[src/hdl/qpp_pkg.sv]
// Package for the quaternion pose propagator: operation codes, reset constants,
// control structs and the rounding and saturation helpers.
// No dependencies.
package qpp_pkg;

   localparam logic [2:0] OP_STEP      = 3'd0;
   localparam logic [2:0] OP_LOAD_POS  = 3'd1;
   localparam logic [2:0] OP_LOAD_VEL  = 3'd2;
   localparam logic [2:0] OP_LOAD_ORI  = 3'd3;
   localparam logic [2:0] OP_LOAD_BIAS = 3'd4;

   localparam logic [23:0] STEP_TIME_RESET = 24'd167772;
   localparam logic signed [31:0] QUAT_ONE = 32'sh4000_0000;
   localparam logic signed [63:0] QUAT_ONE_WIDE = 64'sh0000_0000_4000_0000;

   // Sign of each Hamilton product term; term t feeds component t[3:2] with
   // q[t[1:0]] * dq[t[3:2] ^ t[1:0]].
   localparam logic [15:0] HAM_NEG = 16'b0100_0010_1000_1110;

   typedef struct packed {
      logic signed [32:0] a;
      logic signed [32:0] b;
   } mul_req_type;

   typedef struct packed {
      logic busy;
      logic done;
   } norm_stat_type;

   // Round half away from zero of v / 2^sh.
   function automatic logic signed [65:0] round_shift(input logic signed [65:0] v,
                                                       input int unsigned sh);
      logic [65:0] m;
      logic [65:0] r;
      m = v[65] ? 66'(-v) : 66'(v);
      r = (m + (66'd1 << (sh - 1))) >> sh;
      return v[65] ? -$signed(r) : $signed(r);
   endfunction

   function automatic logic signed [31:0] sat32(input logic signed [65:0] v);
      if (v > 66'sh0_7FFF_FFFF) begin
         return 32'sh7FFF_FFFF;
      end else if (v < -66'sh0_8000_0000) begin
         return 32'sh8000_0000;
      end
      return 32'(v);
   endfunction

endpackage

[src/hdl/qpp_mul.sv]
// Shared signed 33x33 multiplier with a registered product.
// Depends on qpp_pkg.
module qpp_mul (
   input  logic                 clock,
   input  qpp_pkg::mul_req_type operand,
   output logic signed [65:0]   product
);
   logic signed [65:0] product_ff;

   always_ff @(posedge clock) begin
      product_ff <= operand.a * operand.b;
   end

   assign product = product_ff;
endmodule

[config.mk]
export PLATFORM = sky130hd
export DESIGN_NAME = qpp_mul
export DESIGN_NICKNAME = d
export VERILOG_FILES = /design/src/hdl/qpp_pkg.sv /design/src/hdl/qpp_mul.sv
export SDC_FILE = /design/constraint.sdc
export NUM_CORES = 2
export LEC_CHECK = 0
export BUFFER_PORTS_ARGS = -buffer_cell sky130_fd_sc_hd__buf_2
export CAP_MARGIN = 20
export CORE_ASPECT_RATIO = 1.75
export CORE_UTILIZATION = 60
export DETAILED_ROUTE_END_ITERATION = 7
export PLACE_DENSITY = 0.82
export SYNTH_ARGS = -nofsm -noshare
export SYNTH_HDL_FRONTEND = slang
export SYNTH_SLANG_ARGS = --single-unit
[constraint.sdc]
create_clock -name clock -period 19.18 [get_ports clock]
set_input_delay 2.877 -clock clock [delete_from_list [all_inputs] [get_ports clock]]
set_output_delay 2.877 -clock clock [all_outputs]
set_load 0.03 [all_outputs]
# ---- Word-level counts from Yosys, hierarchy flattened
# Index checks and enable logic that the tools add are counted.
dict set report word_totals {
  regBits 66
  output_inout_bits 66
  word_cells 2
}
dict set report op_classes {
  multipliers 1
}
# cell count
set op_table {}
lappend op_table {{33-bit by 33-bit multiplier with 66-bit output} 1}

# ---- Depth between registers and ports, before layout
dict set report depth {
  depth_word 1
  depth_mapped 27
  depth_no_buf 26
}

# ---- Worst setup path after synthesis
# OpenSTA, ideal clock, no wires.
dict set report synth_timing {
  kind {input -> register}
  startpoint {in operand[65] (netlist bit)}
  endpoint {reg product_ff[62] (netlist: product[62])}
  arrival_ns 10.034
  path_slack_ns 9.067
  cell_stages 23
  path_buffers 2
  path_cell_list {clkbuf_1 -> nand2_1 -> inv_1 -> fa_1 -> fa_1 -> fa_1 -> fa_1 -> fa_1 -> fa_1 -> fa_1 -> inv_1 -> fa_1 -> inv_1 -> ha_1 -> clkbuf_1 -> and3_1 -> nand3_1 -> nand2b_1 -> a2111oi_4 -> a211oi_4 -> a21o_2 -> a21o_1 -> a211oi_2}
}
dict set report synth_via {
  elab_chain_len 1
}
# item line
set synth_lines {}
lappend synth_lines {{start, declared} qpp_mul.sv:5} ;# input qpp_pkg::mul_req_type operand,
lappend synth_lines {{33-bit by 33-bit multiplier with 66-bit output} qpp_mul.sv:11} ;# product_ff <= operand.a * operand.b;
lappend synth_lines {{end signal, assigned} qpp_mul.sv:11}
lappend synth_lines {{end, declared} qpp_mul.sv:8} ;# logic signed [65:0] product_ff;
# Every way passes these cells.

# ---- Worst setup path after layout
dict set report layout_timing {
  startpoint {in operand[0] (netlist bit)}
  endpoint {reg product_ff[62] (netlist: product[62])}
}
# Same word-level chain as after synthesis.

==> qor.log <==
qor: outcome.run_status finished, final reports clean
qor: flow_run.max_cap_viols 0
qor: cts.htreeDepth 3
qor: cts.numCtsBuffers 9
qor: drt.post_drt_via_cell_ratio 5.83
qor: drt.route.vias.total 30200
qor: yosys.synthTopCellsByCount 1145 x sky130_fd_sc_hd__fa_1, 1131 x sky130_fd_sc_hd__inv_1, 562 x sky130_fd_sc_hd__and2_1
qor: floorplan.placementRows 126
qor: drt.number_of_design_rule_violations_left_after_detail_routing 0
qor: setup_path.critPathLaunchType input pin
qor: cts.tritoncts built
qor: timing.maximum_clock_rate 93.5 MHz
qor: drt.postRouteWirelength 120000 um
qor: yosys.yosys.cell_count.top_type sky130_fd_sc_hd__fa_1
qor: layout.finish.net_count 5699
qor: yosys.synth_enable_flop_cells 0
qor: cts.clk_root_buffer_cell sky130_fd_sc_hd__clkbuf_16
qor: yosys.synth_area_leader_cell sky130_fd_sc_hd__fa_1
qor: layout.layout-area-overhead-vs-synth 3.34%
qor: yosys.synth.yosys.seq_area_share 3.24%
qor: layout.largest_register_ffs 66
qor: drt.dr.first_iter.drc_count 2174
qor: yosys.synth.cell_area 40700 um^2
qor: grt.total_routing_usage_gr 37.2%
qor: drt.avgRoutedWirePerCell 23.1 um
qor: yosys.ys_top_cells_by_area sky130_fd_sc_hd__fa_1 56%, sky130_fd_sc_hd__inv_1 10%, sky130_fd_sc_hd__and2_1 8.6%, sky130_fd_sc_hd__ha_1 6.7%, sky130_fd_sc_hd__nand2_1 5.1%
qor: grt.grt_pass1_wl 187000 um
qor: setup_path.endpoint_kind register
qor: timing.finalCriticalPeriod 10.70 ns
qor: timing.final.period_utilization 55.8%
qor: setup_path.critical_path_rt 19.41 ns
qor: cts.postCtsResizedCells 0
qor: layout.fillcell_total 5505
qor: timing.setup_viol 0
qor: grt.grt_remaining_overflow 0
qor: placed_design.gp_routability_congestion 0.946
qor: cts.clk_pin_slew 0.06 ns
qor: yosys.syn-mean-instance-area 9.39 um^2
qor: setup_path.cp_max_fo 33
qor: placed_design.buffer_ports.inserted 132
qor: yosys.synth_top_area_share 56.3%
qor: cts.postCtsHoldBufs 0
qor: cts.tritoncts_num_sinks 66
qor: placed_design.hpwlAfterDp 97200 um
qor: floorplan.die_width 199 um
qor: yosys.synth_async_sr_flop_share 0%
qor: timing.hold_viol_final 0
qor: yosys.yosys_register_bits 66
qor: floorplan.floorplan.die.height 347 um
qor: floorplan.floorplan.initialDensity 60.5%
qor: grt.grt_pass1_vias 34000
qor: timing.timing.slew.headroom 36.6%
qor: setup_path.arrival 10.92 ns
qor: floorplan.die_area 69000 um^2
qor: yosys.synth.net_count 5767
qor: yosys.post_synth_num_cell_types 80
qor: yosys.dominantRegCellSynth sky130_fd_sc_hd__dfxtp_1
qor: floorplan.coreArea 67300 um^2
qor: grt.grt_start_max_net_pins 34
qor: cts.clk_buf_depth 2
qor: timing.setup_tns_final 0 ns
qor: timing.grt_setup_unrepaired no
qor: drt.detailedRoute.firstPassIterationCount 8
qor: setup_path.worst-setup-path-type in2reg
qor: grt.antenna_found_initial 10
qor: drt.ant_nets 0
qor: floorplan.pin_count 133
qor: yosys.postSynthCellCount 4338
qor: cts.cts_post_setup_buffers_inserted 0
qor: timing.slew_violations 0
qor: layout.final_layout_size_suffix_gt1_share 4.56%
qor: timing.tightestPinTransition 0.950 ns
qor: worst_hold_path.hold_class in2reg
qor: yosys.yosys_warnings 0
==> cell families (layout without fill, tap and decap cells) <==
logic type	Yosys count	after routing	share of synthesized area, %
flops	66	66	3.24
other cells	0	9	0
buf+inv	1352	1289	12.5
fa+ha+maj	1362	1362	62.9
compound gates	219	219	4.07
xor+xnor	68	68	1.46
simple gates	1271	1271	15.8
==> layout by cell type, fill, tap and decap left out, drive strengths merged, types with 43 or more instances in the layout <==
cell / instances
a21oi: 61
buf: 142
ha: 217
and2: 563
nor2: 68
inv: 1132
dfxtp: 66
nand2: 551
fa: 1145
xnor2: 43
==> critical path: stages <==
cell and delay [ns]:
sky130_fd_sc_hd__buf_2 0.48, sky130_fd_sc_hd__nand2_1 0.18, sky130_fd_sc_hd__inv_1 0.17, sky130_fd_sc_hd__fa_1 0.50, sky130_fd_sc_hd__fa_1 0.65, sky130_fd_sc_hd__fa_1 0.67, sky130_fd_sc_hd__fa_1 1.22, sky130_fd_sc_hd__fa_1 0.58
sky130_fd_sc_hd__fa_1 0.51, sky130_fd_sc_hd__fa_1 0.50, sky130_fd_sc_hd__inv_1 0.05, sky130_fd_sc_hd__fa_1 0.47, sky130_fd_sc_hd__inv_1 0.04, sky130_fd_sc_hd__ha_1 0.44, sky130_fd_sc_hd__and3_1 0.20, sky130_fd_sc_hd__nand3_1 0.12
sky130_fd_sc_hd__nand2b_1 0.26, sky130_fd_sc_hd__a2111oi_4 0.35, sky130_fd_sc_hd__a211oi_4 0.09, sky130_fd_sc_hd__a21o_2 0.25, sky130_fd_sc_hd__a211oi_2 0.21, sky130_fd_sc_hd__a211oi_2 0.07
==> metal layers <==
metal / up-vias / share of wire (%) / global-route usage [%]
met5: - / 0.022 / 0
met4: 4 / 14 / 42.0
met3: 788 / 7.0 / 8.79
met2: 1570 / 52 / 62.4
met1: 15600 / 27 / 34.3
li1: 12200 / - / -
==> final cells by class <==
| type | count | area (um^2) | area share [%] |
|---|---|---|---|
| Inverter | 1131 | 4250 | 10.1 |
| Multi-Input combinational cell | 2920 | 34300 | 81.5 |
| Antenna cell | 9 | 22.5 | 0.0535 |
| Sequential cell | 66 | 1320 | 3.14 |
| Tap cell | 896 | 1120 | 2.66 |
| Clock inverter | 6 | 65.1 | 0.155 |
| Clock buffer | 10 | 239 | 0.568 |
| Timing Repair Buffer | 142 | 763 | 1.81 |
==> through the flow <==
| step | std cells | worst slack, ns | hold slack [ns] | area, um^2 | utilization [%] |
|---|---|---|---|---|---|
| 6_report | 5180 | 8.48 | 3.14 | 42100 | 62.5 |
| 2_1_floorplan | 4338 | 9.07 | 3.00 | 40700 | - |
| 4_1_cts | 5169 | 8.55 | 3.12 | 42000 | 62.4 |
| 3_3_place_gp | 5153 | 8.32 | 3.31 | 41700 | 62.0 |
| 3_5_place_dp | 5153 | 8.20 | 3.31 | 41700 | 62.0 |
| 5_1_grt | 5176 | 8.23 | 3.14 | 42100 | 62.5 |
==> path summary, 6_finish.rpt <==
check | startpoint | end | slack [ns] | depth (start not counted)
hold / removal | operand[0] | product[0] | 3.14 | 2
setup / recovery | operand[0] | product[62] | 8.48 | 22
Power is not shown: default switching activity piles up to over one toggle a cycle in this logic, so the estimate is an artifact.
