**src/hdl/qpp_pkg.sv**
```systemverilog
// Package for the quaternion pose propagator: operation codes, reset constants,
// control structs and the rounding and saturation helpers.
// No dependencies.
package qpp_pkg;

   localparam logic [2:0] OP_STEP      = 3'd0;
   localparam logic [2:0] OP_LOAD_POS  = 3'd1;
   localparam logic [2:0] OP_LOAD_VEL  = 3'd2;
   localparam logic [2:0] OP_LOAD_ORI  = 3'd3;
   localparam logic [2:0] OP_LOAD_BIAS = 3'd4;

   localparam logic [23:0] STEP_TIME_RESET = 24'd167772;
   localparam logic signed [31:0] QUAT_ONE = 32'sh4000_0000;
   localparam logic signed [63:0] QUAT_ONE_WIDE = 64'sh0000_0000_4000_0000;

   // Sign of each Hamilton product term; term t feeds component t[3:2] with
   // q[t[1:0]] * dq[t[3:2] ^ t[1:0]].
   localparam logic [15:0] HAM_NEG = 16'b0100_0010_1000_1110;

   typedef struct packed {
      logic signed [32:0] a;
      logic signed [32:0] b;
   } mul_req_type;

   typedef struct packed {
      logic busy;
      logic done;
   } norm_stat_type;

   // Round half away from zero of v / 2^sh.
   function automatic logic signed [65:0] round_shift(input logic signed [65:0] v,
                                                       input int unsigned sh);
      logic [65:0] m;
      logic [65:0] r;
      m = v[65] ? 66'(-v) : 66'(v);
      r = (m + (66'd1 << (sh - 1))) >> sh;
      return v[65] ? -$signed(r) : $signed(r);
   endfunction

   function automatic logic signed [31:0] sat32(input logic signed [65:0] v);
      if (v > 66'sh0_7FFF_FFFF) begin
         return 32'sh7FFF_FFFF;
      end else if (v < -66'sh0_8000_0000) begin
         return 32'sh8000_0000;
      end
      return 32'(v);
   endfunction

endpackage

```
**src/hdl/qpp_norm.sv**
```systemverilog
// Iterative quaternion normaliser: scale by shifts, square sum on the shared
// multiplier, bit-serial square root, then one restoring divide per component.
// Depends on qpp_pkg.
module qpp_norm (
   input  logic                   clock,
   input  logic                   reset,
   input  logic                   start,
   input  logic signed [63:0]     in_vec [4],
   output logic signed [31:0]     out_vec [4],
   output qpp_pkg::norm_stat_type stat,
   output qpp_pkg::mul_req_type   mul_op,
   input  logic signed [65:0]     mul_product
);
   typedef enum logic [5:0] {
      N_IDLE  = 6'b000001,
      N_SCALE = 6'b000010,
      N_SQ    = 6'b000100,
      N_ROOT  = 6'b001000,
      N_LOAD  = 6'b010000,
      N_DIV   = 6'b100000
   } norm_state_type;

   norm_state_type     state_ff, state_in;
   logic               neg_ff [4], neg_in [4];
   logic [63:0]        mag_ff [4], mag_in [4];
   logic [63:0]        in_mag [4];
   logic [63:0]        in_or;
   logic [63:0]        orall_ff, orall_in;
   logic [4:0]         cnt_ff, cnt_in;
   logic [1:0]         idx_ff, idx_in;
   logic [63:0]        sum_ff, sum_in;
   logic [63:0]        res_ff, res_in;
   logic [63:0]        root_bit_ff, root_bit_in;
   logic [31:0]        rem_ff, rem_in;
   logic [31:0]        quo_ff, quo_in;
   logic signed [31:0] out_ff [4], out_in [4];
   logic               done_ff, done_in;
   logic [63:0]        trial;
   logic [61:0]        numer;
   logic [32:0]        trial_div;
   logic               qbit;
   logic [31:0]        quot;

   always_comb begin
      in_or = '0;
      for (int i = 0; i < 4; i++) begin
         in_mag[i] = in_vec[i][63] ? 64'(-in_vec[i]) : 64'(in_vec[i]);
         in_or     = in_or | in_mag[i];
      end
   end

   always_comb begin
      state_in    = state_ff;
      neg_in      = neg_ff;
      mag_in      = mag_ff;
      orall_in    = orall_ff;
      cnt_in      = cnt_ff;
      idx_in      = idx_ff;
      sum_in      = sum_ff;
      res_in      = res_ff;
      root_bit_in = root_bit_ff;
      rem_in      = rem_ff;
      quo_in      = quo_ff;
      out_in      = out_ff;
      done_in     = 1'b0;
      trial       = res_ff + root_bit_ff;
      numer       = 62'({mag_ff[idx_ff][30:0], 30'd0}) + 62'(res_ff[32:1]);
      trial_div   = {rem_ff, quo_ff[31]};
      qbit        = trial_div >= {1'b0, res_ff[31:0]};
      quot        = {quo_ff[30:0], qbit};
      unique case (state_ff)
         N_IDLE: begin
            if (start) begin
               for (int i = 0; i < 4; i++) begin
                  neg_in[i] = in_vec[i][63];
               end
               mag_in   = in_mag;
               orall_in = in_or;
               if (in_or == 64'd0) begin
                  // all zero: identity
                  out_in[0] = qpp_pkg::QUAT_ONE;
                  out_in[1] = '0;
                  out_in[2] = '0;
                  out_in[3] = '0;
                  done_in   = 1'b1;
               end else begin
                  state_in = N_SCALE;
               end
            end
         end
         N_SCALE: begin
            if (|orall_ff[63:31]) begin
               for (int i = 0; i < 4; i++) mag_in[i] = mag_ff[i] >> 1;
               orall_in = orall_ff >> 1;
            end else if (orall_ff[63:30] == 34'd0) begin
               for (int i = 0; i < 4; i++) mag_in[i] = mag_ff[i] << 1;
               orall_in = orall_ff << 1;
            end else begin
               state_in = N_SQ;
               cnt_in   = '0;
               sum_in   = '0;
            end
         end
         N_SQ: begin
            if (cnt_ff != 5'd0) sum_in = sum_ff + mul_product[63:0];
            cnt_in = 5'(cnt_ff + 5'd1);
            if (cnt_ff == 5'd4) begin
               state_in    = N_ROOT;
               res_in      = '0;
               root_bit_in = 64'h4000_0000_0000_0000;
            end
         end
         N_ROOT: begin
            if (sum_ff >= trial) begin
               sum_in = sum_ff - trial;
               res_in = (res_ff >> 1) + root_bit_ff;
            end else begin
               res_in = res_ff >> 1;
            end
            root_bit_in = root_bit_ff >> 2;
            if (root_bit_ff[0]) begin
               state_in = N_LOAD;
               idx_in   = '0;
            end
         end
         N_LOAD: begin
            rem_in   = {2'b00, numer[61:32]};
            quo_in   = numer[31:0];
            cnt_in   = '0;
            state_in = N_DIV;
         end
         N_DIV: begin
            rem_in = qbit ? 32'(trial_div - {1'b0, res_ff[31:0]}) : trial_div[31:0];
            quo_in = quot;
            cnt_in = 5'(cnt_ff + 5'd1);
            if (cnt_ff == 5'd31) begin
               if (quot > 32'h4000_0000) quot = 32'h4000_0000;
               out_in[idx_ff] = neg_ff[idx_ff] ? -$signed(quot) : $signed(quot);
               if (idx_ff == 2'd3) begin
                  done_in  = 1'b1;
                  state_in = N_IDLE;
               end else begin
                  idx_in   = 2'(idx_ff + 2'd1);
                  state_in = N_LOAD;
               end
            end
         end
         default: state_in = N_IDLE;
      endcase
   end

   always_ff @(posedge clock) begin
      if (reset) begin
         state_ff <= N_IDLE;
         done_ff  <= 1'b0;
      end else begin
         state_ff <= state_in;
         done_ff  <= done_in;
      end
      neg_ff      <= neg_in;
      mag_ff      <= mag_in;
      orall_ff    <= orall_in;
      cnt_ff      <= cnt_in;
      idx_ff      <= idx_in;
      sum_ff      <= sum_in;
      res_ff      <= res_in;
      root_bit_ff <= root_bit_in;
      rem_ff      <= rem_in;
      quo_ff      <= quo_in;
      out_ff      <= out_in;
   end

   assign mul_op.a  = {2'b00, mag_ff[cnt_ff[1:0]][30:0]};
   assign mul_op.b  = {2'b00, mag_ff[cnt_ff[1:0]][30:0]};
   assign stat.busy = state_ff != N_IDLE;
   assign stat.done = done_ff;
   assign out_vec   = out_ff;
endmodule

```
**config.mk**
```make
export PLATFORM = sky130hd
export DESIGN_NAME = qpp_norm
export DESIGN_NICKNAME = d
export VERILOG_FILES = /design/src/hdl/qpp_pkg.sv /design/src/hdl/qpp_norm.sv
export SDC_FILE = /design/constraint.sdc
export NUM_CORES = 2
export LEC_CHECK = 0
export ABC_CLOCK_PERIOD_IN_PS = 11300
export CAP_MARGIN = 20
export CELL_PAD_IN_SITES_DETAIL_PLACEMENT = 1
export CELL_PAD_IN_SITES_GLOBAL_PLACEMENT = 1
export CORE_UTILIZATION = 50
export DETAILED_ROUTE_END_ITERATION = 10
export DONT_BUFFER_PORTS = 1
export PLACE_DENSITY = 0.85
export SLEW_MARGIN = 20
export SYNTH_ARGS = -nofsm -noshare
export SYNTH_HDL_FRONTEND = slang
export SYNTH_SLANG_ARGS = --single-unit
```
**constraint.sdc**
```tcl
create_clock -name clock -period 11.3 [get_ports clock]
set_input_delay 1.13 -clock clock [delete_from_list [all_inputs] [get_ports clock]]
set_output_delay 1.13 -clock clock [all_outputs]
set_load 0.01 [all_outputs]
```
* Word-level counts from Yosys, hierarchy flattened *
Cells that the tools add are included.

operators by class
  add/subtract/negate cells = 13
  multipliers = 0
  divide/modulo/power cells = 0
  magnitude comparators = 6
  equal/unequal tests = 22
  shift operators = 0
  multiplexer cells = 66
  bitwise logic cells = 5
  reductions and logical operators = 21

operators with widths
  kind                                        number
  64-bit two-way mux                          14
  256-bit two-way mux                         3
  256-bit case mux with 2 select lines        1
  128-bit two-way mux                         3
  64-bit case mux with 2 select lines         3
  64-bit binary-select mux with 2-bit select  2
  64-bit negator                              4
  128-bit case mux with 2 select lines        1
  32-bit two-way mux                          6
  64-bit bitwise OR                           3
  64-bit case mux with 3 select lines         1
  64-bit adder                                2
  128-bit bitwise mux                         1
  32-bit case mux with 2 select lines         2
  31-bit two-way mux                          4
  63-bit by 64-bit adder with 64-bit output   1
  32-bit demux with 2-bit select              1
  64-bit >= comparator                        1
  64-bit zero test                            1
  64-bit subtractor                           1
  61-bit by 32-bit adder with 62-bit output   1
  6-bit two-way mux                           7
  6-bit case mux with 6 select lines          1
  34-bit zero test                            1
  other kinds (39)                            68

word-level totals
  flip-flop bits (word level) = 722
  latch bits = 0
  RAM bits = 0
  memory bits (read-only) = 0
  bits of input ports = 325
  output and inout port bits = 196
  word-level logic and storage cells = 155
  memories kept = 0

* Longest topological paths before layout *
  depth in word-level cells = 10
  depth in mapped cells = 27
  gate-level depth less buffers = 27

* Least setup slack after synthesis *
Ideal clock, no wire load.

  path kind = reg2reg
  from = register orall_ff[33]
  to = register mag_ff[0] (netlist name) (enable)
  library setup time = 2384 ps
  data arrival time = 7245 ps
  data required time = 8916 ps
  setup slack = 1670 ps
  cell stages (with the launch flop) = 9
  path buffers = 2
  period minus slack after synthesis = 9630 ps
  cells stage by stage = edfxtp_1 nor4_1 nand4_1 nor4_1 clkbuf_1 clkbuf_1 nand2_1 nand2_1 nand2_1

between the ends
  word-level cells in the longest chain between the ends = 3
  elaborated cells on any way between the ends = 4
  those cells by class = eq/ne: 1; reduce/logical: 3

RTL lines
  what                                                            line                            source
  start: declaration                                              qpp_norm.sv:28                  logic [63:0] orall_ff, orall_in;
  start signal: assignment                                        qpp_norm.sv:162                 orall_ff <= orall_in;
  34-bit zero test / 33-bit OR reduction (equally long branches)  qpp_norm.sv:95, qpp_norm.sv:92
  3-bit inequality test (no line) *                               --
  3-bit AND reduction (no line) *                                 --
  end signal: assignment                                          qpp_norm.sv:161                 mag_ff <= mag_in;
  end: declaration                                                qpp_norm.sv:25                  logic [63:0] mag_ff [4], mag_in [4];

Every way passes the cells marked *; elsewhere a longest branch is shown, timed or not.
A chain may end at the register's enable or synchronous reset.

* Final worst setup path *
  from = register root_bit_ff[0]
  to = register sum_ff[58] (enable)

between the ends
  word-level cells in the longest chain between the ends = 4

RTL lines
  what                             line             source
  start: declaration               qpp_norm.sv:33   logic [63:0] root_bit_ff, root_bit_in;
  start signal: assignment         qpp_norm.sv:167  root_bit_ff <= root_bit_in;
  64-bit adder                     qpp_norm.sv:66   trial = res_ff + root_bit_ff;
  64-bit >= comparator             qpp_norm.sv:114  if (sum_ff >= trial) begin
  2-bit inequality test (no line)  --
  5-bit AND reduction (no line)    --
  end signal: assignment           qpp_norm.sv:165  sum_ff <= sum_in;
  end: declaration                 qpp_norm.sv:31   logic [63:0] sum_ff, sum_in;

Every way passes these cells.

==> out/qor.log <==
[yosys] FFs w/ async S/R, synth 0%
[sta] number of failing hold endpoints at the final stage 0
[global_route] Total GRT Usage 35.6%
[cts] hold bufs inserted after CTS 0
[hold_path] type of the worst min-delay path in2reg
[yosys] post-synthesis cell count 5,998
[drt] first-pass iteration count of the detailed router 5
[cts] clock slew at reported path FFs 0.06 ns
[yosys] Unique masters post-synth 84
[sta] final period demand of the worst path 8.44 ns
[cts] latest clock arrival within the worst-skew pair 0.70 ns
[finish] Post-Route Utilization 53.7%
[place] placer's final routability congestion estimate 0.965
[sta] final worst-path cycle share 74.7%
[floorplanning] floorplan die width 330 um
[drt] via count normalized by instance count 6.81
[yosys] warnings from Yosys 0
[sta] Worst Setup Slack, final 2.86 ns
[drt] total detailed-routing wirelength 202 mm
[place] placed inst area 54,600 um2
[sta] Final Hold Slack 0.512 ns
[finish] area of all placed cells without fillers 57,500 um2
[global_route] global-route wire length before repair 300 mm
[sta] Peak Freq 0.118 GHz
[sta] unrepaired setup endpoints after global routing no
[setup_path] type of origin of the critical path flip-flop
[cts] post-CTS sizing 0
[yosys] most common flop cell mapped by yosys edfxtp_1
[pwr] sum of internal, switching and leakage power 7.10 mW
[global_route] initial antenna violation count 3
[pwr] pwr/cell area 124 nW/um2
[yosys] number of enable flip-flop cells after synthesis 683
[cts] post-CTS setup buffers 0
[cts] buffer depth of the longest clock path 3
[flow_run] number of max-cap violations 0
[drt] number of DRC violations after detailed routing 0
[floorplanning] height of the die 330 um
[floorplanning] number of I/O pins 521
[drt] average routed wire per standard cell 27.9 um
[place] post-detailed-placement half-perimeter wirelength 147 mm
[pwr] maximum vdd drop 0.105 mV
[global_route] via count of the first global-routing pass 50,000
[cts] root buffer cell clkbuf_16
[floorplanning] overall die area 109,000 um2
[drt] post-detailed-route count of antenna-violating nets 0
[sta] Setup-failing EPs final 0
[finish] combined flip-flop and latch cell area 20,600 um2
[sta] headroom to the max-slew limit 22.0%
[finish] fill cell count 12,200
[place] placed cell count 7,075
[floorplanning] number of rows created at floorplan 120
[cts] TritonCTS clock tree done
[floorplanning] effective utilization at floorplan 50.4%
[drt] vias after detailed routing 49,300
[finish] layout cells sized above 1 5.53%
[yosys] fraction of the yosys area taken by sequential cells 38.3%
[finish] area added between synthesis and finish 6.67%
[floorplanning] Core Footprint 107,000 um2
[drt] Starting DRT DRC Count 4,725
[run_status] run status finished, final reports clean
[cts] CTS H-tree lvls 3
[setup_path] Setup Crit Path Kind reg2reg
[setup_path] type of destination of the critical path flip-flop
[finish] Post-Layout Cell Count 7,232
[cts] Inserted Clock Buffers 84
[cts] clock sink count 690
[setup_path] arrival time worst endpoint 8.74 ns
[setup_path] Critical Path RT 11.61 ns
[sta] Clock Skew 0.0315 ns
[yosys] area of the mapped netlist 53,900 um2
[place] total of buffers placed on input and output ports 0
[pwr] leakage power 20.3 nW
[finish] Final nets 6,327
[place] post-placement worst setup slack 3.05 ns
[global_route] total overflow reported by the global router 0
[yosys] post-synthesis register bit count 690
[global_route] largest net degree at the start of global routing 272
[sta] transition time at the pin with the least slew margin 1.17 ns
[finish] area used by multi-input combinational logic 31,400 um2
[sta] Final Max Tran Viols 0
[yosys] Post-Syn Area per Cell 8.98 um2
[sta] accumulated negative setup slack 0 ns
[setup_path] critical-path maximum fanout 72
## kinds of logic (layout without fill, tap and decap cells)
group	after synthesis	after routing	synth area share, %
flip-flops	690	690	38.3
AO/OA/AOI/OAI	1587	1587	18.6
XOR/XNOR	551	551	8.96
AND/OR/NAND/NOR	2324	2324	21.0
multiplexers	122	122	3.69
buffers and inverters	480	305	3.66
other	1	7	0.00696
adder cells (fa/ha/maj)	243	243	5.70
## layer usage
layer	global-route usage [%]	routed length, um	up-vias
met3	8.02	16700	617
met2	59.1	96100	2253
met5	0	0	-
li1	-	-	21800
met4	21.2	13100	0
met1	42.0	75900	24500
## path summary, 6_finish.rpt
path | from | slack (ns) | end | cells past startpoint
max | root_bit_ff[0] | 2.86 | sum_ff[58] | 27
min | reset | 0.51 | state_ff[3] | 1
max reg2reg | root_bit_ff[0] | 2.86 | sum_ff[58] | 27
min reg2reg | mag_ff[254] | 0.59 | mag_ff[255] | 2
## worst max-delay path, stage by stage, from the launching register on
cell and delay [ns]:
edfxtp_1 0.51, ha_1 0.26, ha_1 0.21, a21oi_1 0.22
o21bai_1 0.17, a21boi_0 0.36, o21ai_0 0.37, a21oi_1 0.63
o31ai_1 0.24, a21oi_1 0.40, a211oi_1 0.18, and3_1 0.23
o21ba_2 0.21, o21a_1 0.18, xnor2_1 0.15, ha_1 0.37
nor2b_1 0.15, o21ai_0 0.09, nand2b_1 0.13, a21o_1 0.13
a21oi_1 0.06, o21ai_0 0.29, nor3_1 0.15, a21oi_4 0.15
buf_4 0.64, nand2_1 0.43, a31oi_4 0.27, buf_4 0.71
## placed cells by master (no fill, tap or decap), types with 61 or more instances in the layout
master,count
nand2b_1,70
a31oi_1,125
mux4_2,61
xor2_1,352
and2_1,91
clkbuf_16,84
o21ai_0,327
nand2_1,828
a211oi_1,88
xnor2_1,199
nand3_1,102
a21o_1,84
o41ai_1,93
nor3_1,69
nand4_1,115
edfxtp_1,683
or3_1,90
a21oi_1,490
nor2_1,468
inv_1,101
ha_1,235
o31ai_1,95
and3_1,232
## synthesized netlist by cell type (36+ instances only)
cell | n | share of area [%]
nand3_1 | 102 | 0.95
nand2b_1 | 70 | 0.81
a31oi_1 | 126 | 1.5
xor2_1 | 352 | 5.7
nor2b_1 | 37 | 0.43
nor4_1 | 48 | 0.56
ha_1 | 239 | 5.6
or3_1 | 90 | 1.0
o31ai_1 | 95 | 1.3
o22ai_1 | 61 | 0.71
or2_2 | 36 | 0.42
buf_4 | 36 | 0.50
inv_1 | 102 | 0.71
mux2i_1 | 59 | 1.1
edfxtp_1 | 683 | 38
a211oi_1 | 88 | 1.2
and2_1 | 91 | 1.1
nor3_1 | 70 | 0.65
o21ai_0 | 329 | 3.1
mux4_2 | 61 | 2.6
a21o_1 | 85 | 1.2
and3_1 | 232 | 2.7
o41ai_1 | 93 | 1.5
o21bai_1 | 39 | 0.54
nand4_1 | 115 | 1.3
nor2_1 | 469 | 3.3
or4_1 | 47 | 0.66
nand2_1 | 830 | 5.8
a21oi_1 | 492 | 4.6
clkbuf_1 | 309 | 2.2
xnor2_1 | 199 | 3.2
## cell type report
type                    count  area share (%)
well taps                1403            3.06
clock inverters            50            1.13
repair buffers             50           0.760
clock buffers             103            3.80
multi-input cells        4831            54.6
flip-flops and latches    690            35.9
diodes                      3          0.0131
inverters                 102           0.671
## power breakdown
group	leakage, nW	switching, mW	internal (mW)
logic	12.8	0.683	0.362
clock network	1.37	1.21	1.66
registers	6.14	0.139	3.04
total	20.3	2.03	5.07
## flip-flops by register name, summed over array words and instances, names as in the netlist
signal / count
cnt_ff: 5
done_ff: 1
idx_ff: 2
mag_ff: 256
neg_ff: 4
orall_ff: 64
out_vec: 128
quo_ff: 32
rem_ff: 32
res_ff: 64
root_bit_ff: 32
state_ff: 6
sum_ff: 64
Power figures use the tool's default switching activity.
